===== src/sv/ars_pkg.sv =====
// Shared types and codes for the alert repeat scheduler.
package ars_pkg;

   typedef logic [2:0] event_code_type;
   localparam event_code_type EV_RAISE  = 3'd0;
   localparam event_code_type EV_CANCEL = 3'd1;
   localparam event_code_type EV_POLL   = 3'd2;
   localparam event_code_type EV_SENT   = 3'd3;
   localparam event_code_type EV_INIT   = 3'd4;

   typedef logic [1:0] mode_type;
   localparam mode_type MODE_OFF        = 2'd0;
   localparam mode_type MODE_HELP       = 2'd1;
   localparam mode_type MODE_CANCELLING = 2'd2;

   localparam logic KIND_HELP   = 1'b0;
   localparam logic KIND_CANCEL = 1'b1;

   typedef logic [1:0] csr_index_type;
   localparam csr_index_type CSR_REPEAT_INTERVAL = 2'd0;
   localparam csr_index_type CSR_CANCEL_REPEATS  = 2'd1;

   localparam logic [15:0] REPEAT_INTERVAL_RESET = 16'd1000;
   localparam logic [7:0]  CANCEL_REPEATS_RESET  = 8'd3;

   typedef struct packed {
      logic [15:0] repeat_interval_ms;
      logic [7:0]  cancel_repeats;
   } cfg_type;

   typedef struct packed {
      event_code_type req_type;
      logic [31:0]    now_ms;
      logic [7:0]     load_epoch;
   } req_item_type;

   typedef struct packed {
      logic        accepted;
      logic        due;
      logic        alert_kind;
      logic [7:0]  alert_epoch;
      logic [7:0]  repeat_count;
      mode_type    mode_now;
      logic        armed_flag;
   } rsp_item_type;

endpackage


===== src/sv/ars_if.sv =====
// Valid/ready channel interfaces for event requests and results.
interface ars_req_if;
   logic                    valid;
   logic                    ready;
   ars_pkg::event_code_type req_type;
   logic [31:0]             now_ms;
   logic [7:0]              load_epoch;

   modport source (output valid, output req_type, output now_ms, output load_epoch,
                   input ready);
   modport sink (input valid, input req_type, input now_ms, input load_epoch,
                 output ready);
endinterface

interface ars_rsp_if;
   logic              valid;
   logic              ready;
   logic              accepted;
   logic              due;
   logic              alert_kind;
   logic [7:0]        alert_epoch;
   logic [7:0]        repeat_count;
   ars_pkg::mode_type mode_now;
   logic              armed_flag;

   modport source (output valid, output accepted, output due, output alert_kind,
                   output alert_epoch, output repeat_count, output mode_now,
                   output armed_flag, input ready);
   modport sink (input valid, input accepted, input due, input alert_kind,
                 input alert_epoch, input repeat_count, input mode_now,
                 input armed_flag, output ready);
endinterface


===== src/sv/ars_csr.sv =====
// Configuration registers: repeat interval and cancel send count.
module ars_csr (
   input  logic                   clock,
   input  logic                   reset,
   input  logic                   csr_we,
   input  ars_pkg::csr_index_type csr_index,
   input  logic [15:0]            csr_wdata,
   output ars_pkg::cfg_type       cfg
);

   ars_pkg::cfg_type cfg_ff;

   always_ff @(posedge clock) begin
      if (reset) begin
         cfg_ff.repeat_interval_ms <= ars_pkg::REPEAT_INTERVAL_RESET;
         cfg_ff.cancel_repeats     <= ars_pkg::CANCEL_REPEATS_RESET;
      end else if (csr_we) begin
         unique case (csr_index)
            ars_pkg::CSR_REPEAT_INTERVAL: cfg_ff.repeat_interval_ms <= csr_wdata;
            ars_pkg::CSR_CANCEL_REPEATS:  cfg_ff.cancel_repeats <= csr_wdata[7:0];
            default: ;
         endcase
      end
   end

   assign cfg = cfg_ff;

endmodule


===== src/sv/ars_engine.sv =====
// Scheduler state and the per-event next-state and result logic.
module ars_engine (
   input  logic                  clock,
   input  logic                  reset,
   input  logic                  fire,
   input  ars_pkg::req_item_type item,
   input  ars_pkg::cfg_type      cfg,
   output ars_pkg::rsp_item_type result
);

   ars_pkg::mode_type mode_ff, mode_in;
   logic [7:0]        epoch_ff, epoch_in;
   logic [7:0]        repeat_ff, repeat_in;
   logic [31:0]       next_send_ff, next_send_in;
   logic [7:0]        cancels_ff, cancels_in;
   logic              armed_ff, armed_in;
   logic [31:0]       delta;
   logic [7:0]        cancels_dec;

   assign delta       = item.now_ms - next_send_ff;
   assign cancels_dec = cancels_ff - 8'd1;

   always_comb begin
      mode_in      = mode_ff;
      epoch_in     = epoch_ff;
      repeat_in    = repeat_ff;
      next_send_in = next_send_ff;
      cancels_in   = cancels_ff;
      armed_in     = armed_ff;
      result       = '0;
      unique case (item.req_type)
         ars_pkg::EV_RAISE: begin
            if (mode_ff != ars_pkg::MODE_HELP) begin
               epoch_in        = epoch_ff + 8'd1;
               repeat_in       = 8'd0;
               mode_in         = ars_pkg::MODE_HELP;
               next_send_in    = item.now_ms;
               armed_in        = 1'b1;
               result.accepted = 1'b1;
            end
         end
         ars_pkg::EV_CANCEL: begin
            if (mode_ff == ars_pkg::MODE_HELP) begin
               mode_in      = ars_pkg::MODE_CANCELLING;
               cancels_in   = cfg.cancel_repeats;
               repeat_in    = 8'd0;
               next_send_in = item.now_ms;
               armed_in     = 1'b1;
            end
         end
         ars_pkg::EV_POLL: begin
            if (mode_ff == ars_pkg::MODE_OFF) begin
               armed_in = 1'b0;
            end else begin
               result.due = ~delta[31];
               armed_in   = ~delta[31];
               if (!delta[31]) begin
                  result.alert_kind   = (mode_ff == ars_pkg::MODE_HELP) ?
                                        ars_pkg::KIND_HELP : ars_pkg::KIND_CANCEL;
                  result.alert_epoch  = epoch_ff;
                  result.repeat_count = repeat_ff;
               end
            end
         end
         ars_pkg::EV_SENT: begin
            repeat_in    = repeat_ff + 8'd1;
            next_send_in = item.now_ms + {16'd0, cfg.repeat_interval_ms};
            if (mode_ff == ars_pkg::MODE_CANCELLING) begin
               cancels_in = cancels_dec;
               if (cancels_dec == 8'd0) begin
                  mode_in = ars_pkg::MODE_OFF;
               end
            end
         end
         ars_pkg::EV_INIT: begin
            mode_in      = ars_pkg::MODE_OFF;
            epoch_in     = item.load_epoch;
            repeat_in    = 8'd0;
            next_send_in = 32'd0;
            cancels_in   = 8'd0;
            armed_in     = 1'b0;
         end
         default: ;
      endcase
      result.mode_now   = mode_in;
      result.armed_flag = armed_in;
   end

   always_ff @(posedge clock) begin
      if (reset) begin
         mode_ff      <= ars_pkg::MODE_OFF;
         epoch_ff     <= 8'd0;
         repeat_ff    <= 8'd0;
         next_send_ff <= 32'd0;
         cancels_ff   <= 8'd0;
         armed_ff     <= 1'b0;
      end else if (fire) begin
         mode_ff      <= mode_in;
         epoch_ff     <= epoch_in;
         repeat_ff    <= repeat_in;
         next_send_ff <= next_send_in;
         cancels_ff   <= cancels_in;
         armed_ff     <= armed_in;
      end
   end

   a_raise_enters_help: assert property (@(posedge clock) disable iff (reset)
      fire && item.req_type == ars_pkg::EV_RAISE && mode_ff != ars_pkg::MODE_HELP
      |=> mode_ff == ars_pkg::MODE_HELP && armed_ff && repeat_ff == 8'd0)
      else $error("raise did not enter help");

   a_init_loads_epoch: assert property (@(posedge clock) disable iff (reset)
      fire && item.req_type == ars_pkg::EV_INIT
      |=> mode_ff == ars_pkg::MODE_OFF && epoch_ff == $past(item.load_epoch) && !armed_ff)
      else $error("init did not load epoch");

   a_sent_bumps_repeat: assert property (@(posedge clock) disable iff (reset)
      fire && item.req_type == ars_pkg::EV_SENT |=> repeat_ff == $past(repeat_ff) + 8'd1)
      else $error("sent did not advance repeat count");

   a_idle_holds_state: assert property (@(posedge clock) disable iff (reset)
      !fire |=> $stable(mode_ff) && $stable(epoch_ff) && $stable(next_send_ff))
      else $error("state changed without a transfer");

endmodule


===== src/sv/alert_repeat_scheduler.sv =====
// Top level: input register, scheduler engine, result register.
// A request is held in the input register until the result register is free.
// Throughput: one event per cycle unless results stall; engine state updates
// as an event moves from the input register into the result register.
// Reset (synchronous, active high) empties both registers, sets the mode to
// off with all counters zero, interval 1000 ms and three cancel sends.
module alert_repeat_scheduler (
   input  logic                   clock,
   input  logic                   reset,
   ars_req_if.sink                req_chan,
   ars_rsp_if.source              rsp_chan,
   input  logic                   csr_we,
   input  ars_pkg::csr_index_type csr_index,
   input  logic [15:0]            csr_wdata
);

   ars_pkg::cfg_type      cfg;
   ars_pkg::req_item_type item_ff;
   ars_pkg::rsp_item_type result;
   ars_pkg::rsp_item_type rsp_ff;
   logic                  item_valid_ff;
   logic                  rsp_valid_ff;
   logic                  rsp_free;
   logic                  advance;

   assign rsp_free       = ~rsp_valid_ff | rsp_chan.ready;
   assign advance        = item_valid_ff & rsp_free;
   assign req_chan.ready = ~item_valid_ff | advance;

   ars_csr u_csr (
      .clock     (clock),
      .reset     (reset),
      .csr_we    (csr_we),
      .csr_index (csr_index),
      .csr_wdata (csr_wdata),
      .cfg       (cfg)
   );

   ars_engine u_engine (
      .clock  (clock),
      .reset  (reset),
      .fire   (advance),
      .item   (item_ff),
      .cfg    (cfg),
      .result (result)
   );

   always_ff @(posedge clock) begin
      if (reset) begin
         item_valid_ff <= 1'b0;
      end else if (req_chan.ready) begin
         item_valid_ff <= req_chan.valid;
      end
      if (req_chan.valid && req_chan.ready) begin
         item_ff.req_type   <= req_chan.req_type;
         item_ff.now_ms     <= req_chan.now_ms;
         item_ff.load_epoch <= req_chan.load_epoch;
      end
   end

   always_ff @(posedge clock) begin
      if (reset) begin
         rsp_valid_ff <= 1'b0;
      end else if (rsp_free) begin
         rsp_valid_ff <= item_valid_ff;
      end
      if (advance) begin
         rsp_ff <= result;
      end
   end

   assign rsp_chan.valid        = rsp_valid_ff;
   assign rsp_chan.accepted     = rsp_ff.accepted;
   assign rsp_chan.due          = rsp_ff.due;
   assign rsp_chan.alert_kind   = rsp_ff.alert_kind;
   assign rsp_chan.alert_epoch  = rsp_ff.alert_epoch;
   assign rsp_chan.repeat_count = rsp_ff.repeat_count;
   assign rsp_chan.mode_now     = rsp_ff.mode_now;
   assign rsp_chan.armed_flag   = rsp_ff.armed_flag;

endmodule

===== src/flat_wrapper.sv =====
// flat-port wrapper written by rule: the top's interface ports become plain ports
module alert_repeat_scheduler_flat 
  (clock, reset, csr_we, csr_index, csr_wdata, req_chan_valid, req_chan_req_type, req_chan_now_ms, req_chan_load_epoch, req_chan_ready, rsp_chan_valid, rsp_chan_accepted, rsp_chan_due, rsp_chan_alert_kind, rsp_chan_alert_epoch, rsp_chan_repeat_count, rsp_chan_mode_now, rsp_chan_armed_flag, rsp_chan_ready);
  ars_req_if req_chan_i ();
  ars_rsp_if rsp_chan_i ();
  input  logic clock;
  input  logic reset;
  input  logic csr_we;
  input  ars_pkg::csr_index_type csr_index;
  input  logic [15:0] csr_wdata;
  input wire logic [$bits(req_chan_i.valid)-1:0] req_chan_valid;
  input wire logic [$bits(req_chan_i.req_type)-1:0] req_chan_req_type;
  input wire logic [$bits(req_chan_i.now_ms)-1:0] req_chan_now_ms;
  input wire logic [$bits(req_chan_i.load_epoch)-1:0] req_chan_load_epoch;
  output wire logic [$bits(req_chan_i.ready)-1:0] req_chan_ready;
  output wire logic [$bits(rsp_chan_i.valid)-1:0] rsp_chan_valid;
  output wire logic [$bits(rsp_chan_i.accepted)-1:0] rsp_chan_accepted;
  output wire logic [$bits(rsp_chan_i.due)-1:0] rsp_chan_due;
  output wire logic [$bits(rsp_chan_i.alert_kind)-1:0] rsp_chan_alert_kind;
  output wire logic [$bits(rsp_chan_i.alert_epoch)-1:0] rsp_chan_alert_epoch;
  output wire logic [$bits(rsp_chan_i.repeat_count)-1:0] rsp_chan_repeat_count;
  output wire logic [$bits(rsp_chan_i.mode_now)-1:0] rsp_chan_mode_now;
  output wire logic [$bits(rsp_chan_i.armed_flag)-1:0] rsp_chan_armed_flag;
  input wire logic [$bits(rsp_chan_i.ready)-1:0] rsp_chan_ready;
  assign req_chan_i.valid = req_chan_valid;
  assign req_chan_i.req_type = req_chan_req_type;
  assign req_chan_i.now_ms = req_chan_now_ms;
  assign req_chan_i.load_epoch = req_chan_load_epoch;
  assign req_chan_ready = req_chan_i.ready;
  assign rsp_chan_valid = rsp_chan_i.valid;
  assign rsp_chan_accepted = rsp_chan_i.accepted;
  assign rsp_chan_due = rsp_chan_i.due;
  assign rsp_chan_alert_kind = rsp_chan_i.alert_kind;
  assign rsp_chan_alert_epoch = rsp_chan_i.alert_epoch;
  assign rsp_chan_repeat_count = rsp_chan_i.repeat_count;
  assign rsp_chan_mode_now = rsp_chan_i.mode_now;
  assign rsp_chan_armed_flag = rsp_chan_i.armed_flag;
  assign rsp_chan_i.ready = rsp_chan_ready;
  alert_repeat_scheduler u_core (.clock(clock), .reset(reset), .req_chan(req_chan_i), .rsp_chan(rsp_chan_i), .csr_we(csr_we), .csr_index(csr_index), .csr_wdata(csr_wdata));
endmodule

===== config.mk =====
export PLATFORM = sky130hd
export DESIGN_NAME = alert_repeat_scheduler_flat
export DESIGN_NICKNAME = d
export VERILOG_FILES = /design/src/sv/ars_pkg.sv /design/src/sv/ars_if.sv /design/src/sv/ars_csr.sv /design/src/sv/ars_engine.sv /design/src/sv/alert_repeat_scheduler.sv /design/src/flat_wrapper.sv
export SDC_FILE = /design/constraint.sdc
export NUM_CORES = 1
export LEC_CHECK = 0
export BUFFER_PORTS_ARGS = -buffer_cell sky130_fd_sc_hd__buf_4
export CAP_MARGIN = 20
export CORE_ASPECT_RATIO = 1.75
export CORE_UTILIZATION = 40
export DETAILED_ROUTE_END_ITERATION = 16
export PLACE_DENSITY = 0.59
export SLEW_MARGIN = 20
export SYNTH_ARGS = -nofsm -noshare
export SYNTH_HDL_FRONTEND = slang
export SYNTH_SLANG_ARGS = --single-unit

===== constraint.sdc =====
create_clock -name clock -period 2.4 [get_ports clock]
set_input_delay 0.48 -clock clock [delete_from_list [all_inputs] [get_ports clock]]
set_output_delay 0.48 -clock clock [all_outputs]
set_load 0.05 [all_outputs]

==> run_results.csv <==
group,metric,value,unit
routing,drc_errors,0,
sta,max_freq,406,MHz
cts,clk_path_buf_depth,2,
global_route,grt_max_degree,35,
outcome,status,"finished with violations",
layout,num_antenna_cells,0,
die,io_pins,90,
routing,vias_per_cell,5.44,
power,finalPower,6.57,mW
logic_synthesis,synth_flop_cell,"dfxtp_1",
routing,firstDrtPassIters,5,
logic_synthesis,ys_top_cells_by_count,"nand2_1 (97), dfxtp_1 (85), edfxtp_1 (65)",
cts,cts_hold_buf,0,
global_route,grt.busiest_layer,"met2",
critical_path,cp_cell_sequence,"ha_4 > buf_6 > nand2_2 > nor4_4 > a22oi_2 > a21boi_4 > buf_6 > o2111ai_2 > mux2i_1 > a22o_1",
die,die_w,108,um
cts,cts_tree,"yes",
placed_design,place_area,9400,sq um
logic_synthesis,synth_top_cells_by_area,"edfxtp_1 (25%), dfxtp_1 (22%), ha_1 (8.1%)",
global_route,grt_pass1_wl,33.7,mm
sta,hold_viol_final,0,
sta,final-max-slew-violation-count,0,
routing,wirelength,21.4,mm
logic_synthesis,synth_edf_count,65,
critical_path,path_max_fanout,8,
logic_synthesis,syn_area,7900,sq um
layout,design_area,10600,sq um
layout,syn_to_final_growth,33.5,%
power,powerDensity,622,nW/um^2
routing,wl_per_cell,17.1,um
global_route,gr-usage-met1,23.1,%
cts,clock_sinks,150,
logic_synthesis,synth_nets,939,
die,fp.coreArea,19300,sq um
hold_path,hp-class,"primary input to register",
routing,ant_nets,0,
sta,fin_crit,2.46,ns
routing,vias,6793,
placed_design,dp_hpwl,15.2,mm
cts,insertion_delay,0.44,ns
layout,fin_util,54.7,%
global_route,grt_use_met2,39.9,%
critical_path,reg2reg_setup_slack,-0.06,ns
routing,drt-initial-drc-count,292,
outcome,violations,"negative setup slack",
die,die_h,188,um
die,dieArea,20300,sq um
sta,finalWorstSetupSlack,-0.0628,ns
critical_path,cpMostUsedCell,"buf_6",
sta,period_share,103,%
sta,rsz0062_at_grt,"true",
cts,h-tree-depth,4,
logic_synthesis,ys_ff_latch,150,
placed_design,port_buffers,89,
logic_synthesis,syn_avg_cell_area,9.63,sq um
die,initial_utilization,41.0,%
sta,max_slew_margin,56.2,%
flow_run,max_cap_viol_count,0,
sta,worstMarginPinSlew,0.655,ns
global_route,grt_overflow,0,
logic_synthesis,ys_warn_count,0,
critical_path,reg2reg_from,"u_core.item_ff[13]$_DFFE_PP_",
cts,cts.clk_slew.worst_paths,0.07,ns
global_route,grt_util_met3,4.10,%
critical_path,startpoint_type,"register",
logic_synthesis,synth_top_area_cell,"edfxtp_1",
logic_synthesis,synth_most_common_cell,"nand2_1",
cts,cts_buffers,17,
sta,setup_violations,3,
critical_path,required,2.73,ns
critical_path,critPathKind,"register to register",
power,vdd_ir_drop_max,475,uV
cts,cts-root-buf,"clkbuf_16",
layout,layout-drive-gt1-share,30.0,%
die,std_cell_rows,67,
global_route,grt_use_total,21.8,%
critical_path,reg2reg_to,"u_core.u_engine.next_send_ff[29]$_SDFFE_PP0P_",
sta,hold_ws,0.216,ns
critical_path,slowest_delay,0.49,ns
layout,fin_nets,1113,
logic_synthesis,async_flop_share,0,%
layout,fillers,1761,
sta,clock_skew,0.0114,ns
logic_synthesis,seq_area_frac_synth,46.2,%
global_route,grt_pass1_vias,6801,
critical_path,endpoint,"u_core.u_engine.next_send_ff[29]$_SDFFE_PP0P_",
logic_synthesis,synth_top_cell_area_share,24.7,%
critical_path,end_kind,"register",
global_route,grt_antenna_before_repair,0,
power,p_leak,4.30,nW
logic_synthesis,synth_cell_types,68,
placed_design,gp_congestion,0.840,
critical_path,rr_worst_depth,10,
critical_path,critical_path.startpoint,"u_core.item_ff[13]$_DFFE_PP_",
critical_path,cpMaxStageDelayCell,"edfxtp_1",
critical_path,cp.arrival,2.79,ns
logic_synthesis,synth_cells,821,
## report_power, final
group,leakage [nW],internal (mW),total (mW),switching [mW]
registers,1.33,2.78,2.85,0.0769
logic,2.69,0.499,1.06,0.560
clock network,0.281,1.48,2.66,1.17
## worst max-delay path: cells and delay by family, from the launching register on
family | cells | cell delay [ns]
AOI/OAI and AO/OA | 4 | 0.78
adders and majority gates | 1 | 0.32
buffers and inverters | 2 | 0.24
DFF | 1 | 0.49
muxes | 1 | 0.15
and+or+nand+nor | 2 | 0.37
## per-layer routing
layer  routed length [um]  part of all wire (%)
met1                 8260                    39
met2                11600                    54
met3                  639                   3.0
met4                  839                   3.9
met5                    0                     0
## through the flow
| stage | TNS, ns | cells | setup slack [ns] |
|---|---|---|---|
| floorplan | 0 | 821 | 0.000235 |
| global placement | -3.26 | 1195 | -0.136 |
| detailed placement | -5.12 | 1195 | -0.231 |
| CTS | -0.0836 | 1241 | -0.0335 |
| global route | -2.00 | 1249 | -0.136 |
| finish | -0.0746 | 1249 | -0.0628 |
## layout by cell type (no fill, tap or decap), types with 10 or more instances in the layout
cell / Yosys / layout
buf_4: 1 / 186
nand2_1: 97 / 95
dfxtp_1: 85 / 85
edfxtp_1: 65 / 65
nor2_1: 64 / 62
a21oi_1: 53 / 45
ha_1: 51 / 38
inv_1: 37 / 37
o21ai_0: 39 / 27
nand3_1: 21 / 21
mux2i_1: 21 / 21
a211oi_1: 22 / 19
a21o_1: 18 / 18
clkbuf_16: 0 / 17
xnor2_1: 13 / 13
a21boi_1: 0 / 13
xor2_1: 13 / 12
ha_4: 0 / 12
buf_6: 0 / 12
nand4_1: 11 / 11
a22oi_1: 11 / 10
nor3_1: 10 / 10
o21ai_1: 3 / 10
a221oi_1: 13 / 10
## sequential cells by signal, indices dropped and copies added (netlist names)
name and flops:
u_core.rsp_chan.valid 1, u_core.u_engine.cancels_ff 8, u_core.rsp_chan.repeat_count 8, u_core.rsp_chan.due 1, u_core.u_engine.epoch_ff 8, u_core.u_engine.next_send_ff 32
u_core.u_engine.repeat_ff 8, u_core.u_engine.mode_ff 2, u_core.u_engine.armed_ff 1, u_core.rsp_chan.alert_kind 1, u_core.rsp_chan.accepted 1, u_core.item_valid_ff 1
u_core.u_csr.cfg 24, u_core.rsp_chan.alert_epoch 8, u_core.item_ff 43, u_core.rsp_chan.mode_now 2, u_core.rsp_chan.armed_flag 1
## final cells by class
class                   count  area, sq um  share of cell area [%]
clock buffers              18          439                    4.16
clock inverters            14          140                    1.33
inverters                  38          143                    1.35
multi-input cells         587         4280                    40.6
flip-flops and latches    150         3650                    34.6
well taps                 241          302                    2.86
repair buffers            201         1590                    15.1
## logic make-up (layout without fill, tap and decap cells)
group                      after synthesis  in the layout  share of synthesized area, %
and+or+nand+nor                        251            251                          14.8
adders and majority gates               52             52                          8.33
DFF                                    150            150                          46.2
muxes                                   26             26                          3.37
buffers and inverters                   84            271                          4.26
AOI/OAI and AO/OA                      232            232                          20.1
xor gates and xnor gates                26             26                          2.88
## how the worst min path moves through the flow
stage                                             startpoint  cells after the start                                       endpoint
2_1_floorplan  u_core.u_engine.next_send_ff[18]$_SDFFE_PP0P_                      2  u_core.u_engine.next_send_ff[18]$_SDFFE_PP0P_
3_3_place_gp   u_core.u_engine.next_send_ff[18]$_SDFFE_PP0P_                      2  u_core.u_engine.next_send_ff[18]$_SDFFE_PP0P_
3_5_place_dp   u_core.u_engine.next_send_ff[18]$_SDFFE_PP0P_                      2  u_core.u_engine.next_send_ff[18]$_SDFFE_PP0P_
4_1_cts                                  req_chan_now_ms[17]                      1                   u_core.item_ff[25]$_DFFE_PP_
5_1_grt                                  req_chan_now_ms[17]                      1                   u_core.item_ff[25]$_DFFE_PP_
6_report                              req_chan_load_epoch[4]                      1                    u_core.item_ff[4]$_DFFE_PP_
## what timing repair did
item | 4_1_cts | 5_1_grt
hold endpoints to repair | 0 | 0
gates cloned | 3 | 0
endpoints found under the setup margin | 35 | 39
gates resized for setup | 59 | 43
pin swaps | 20 | 40
setup buffers | 12 | 8
Power figures use the tool's default switching activity.
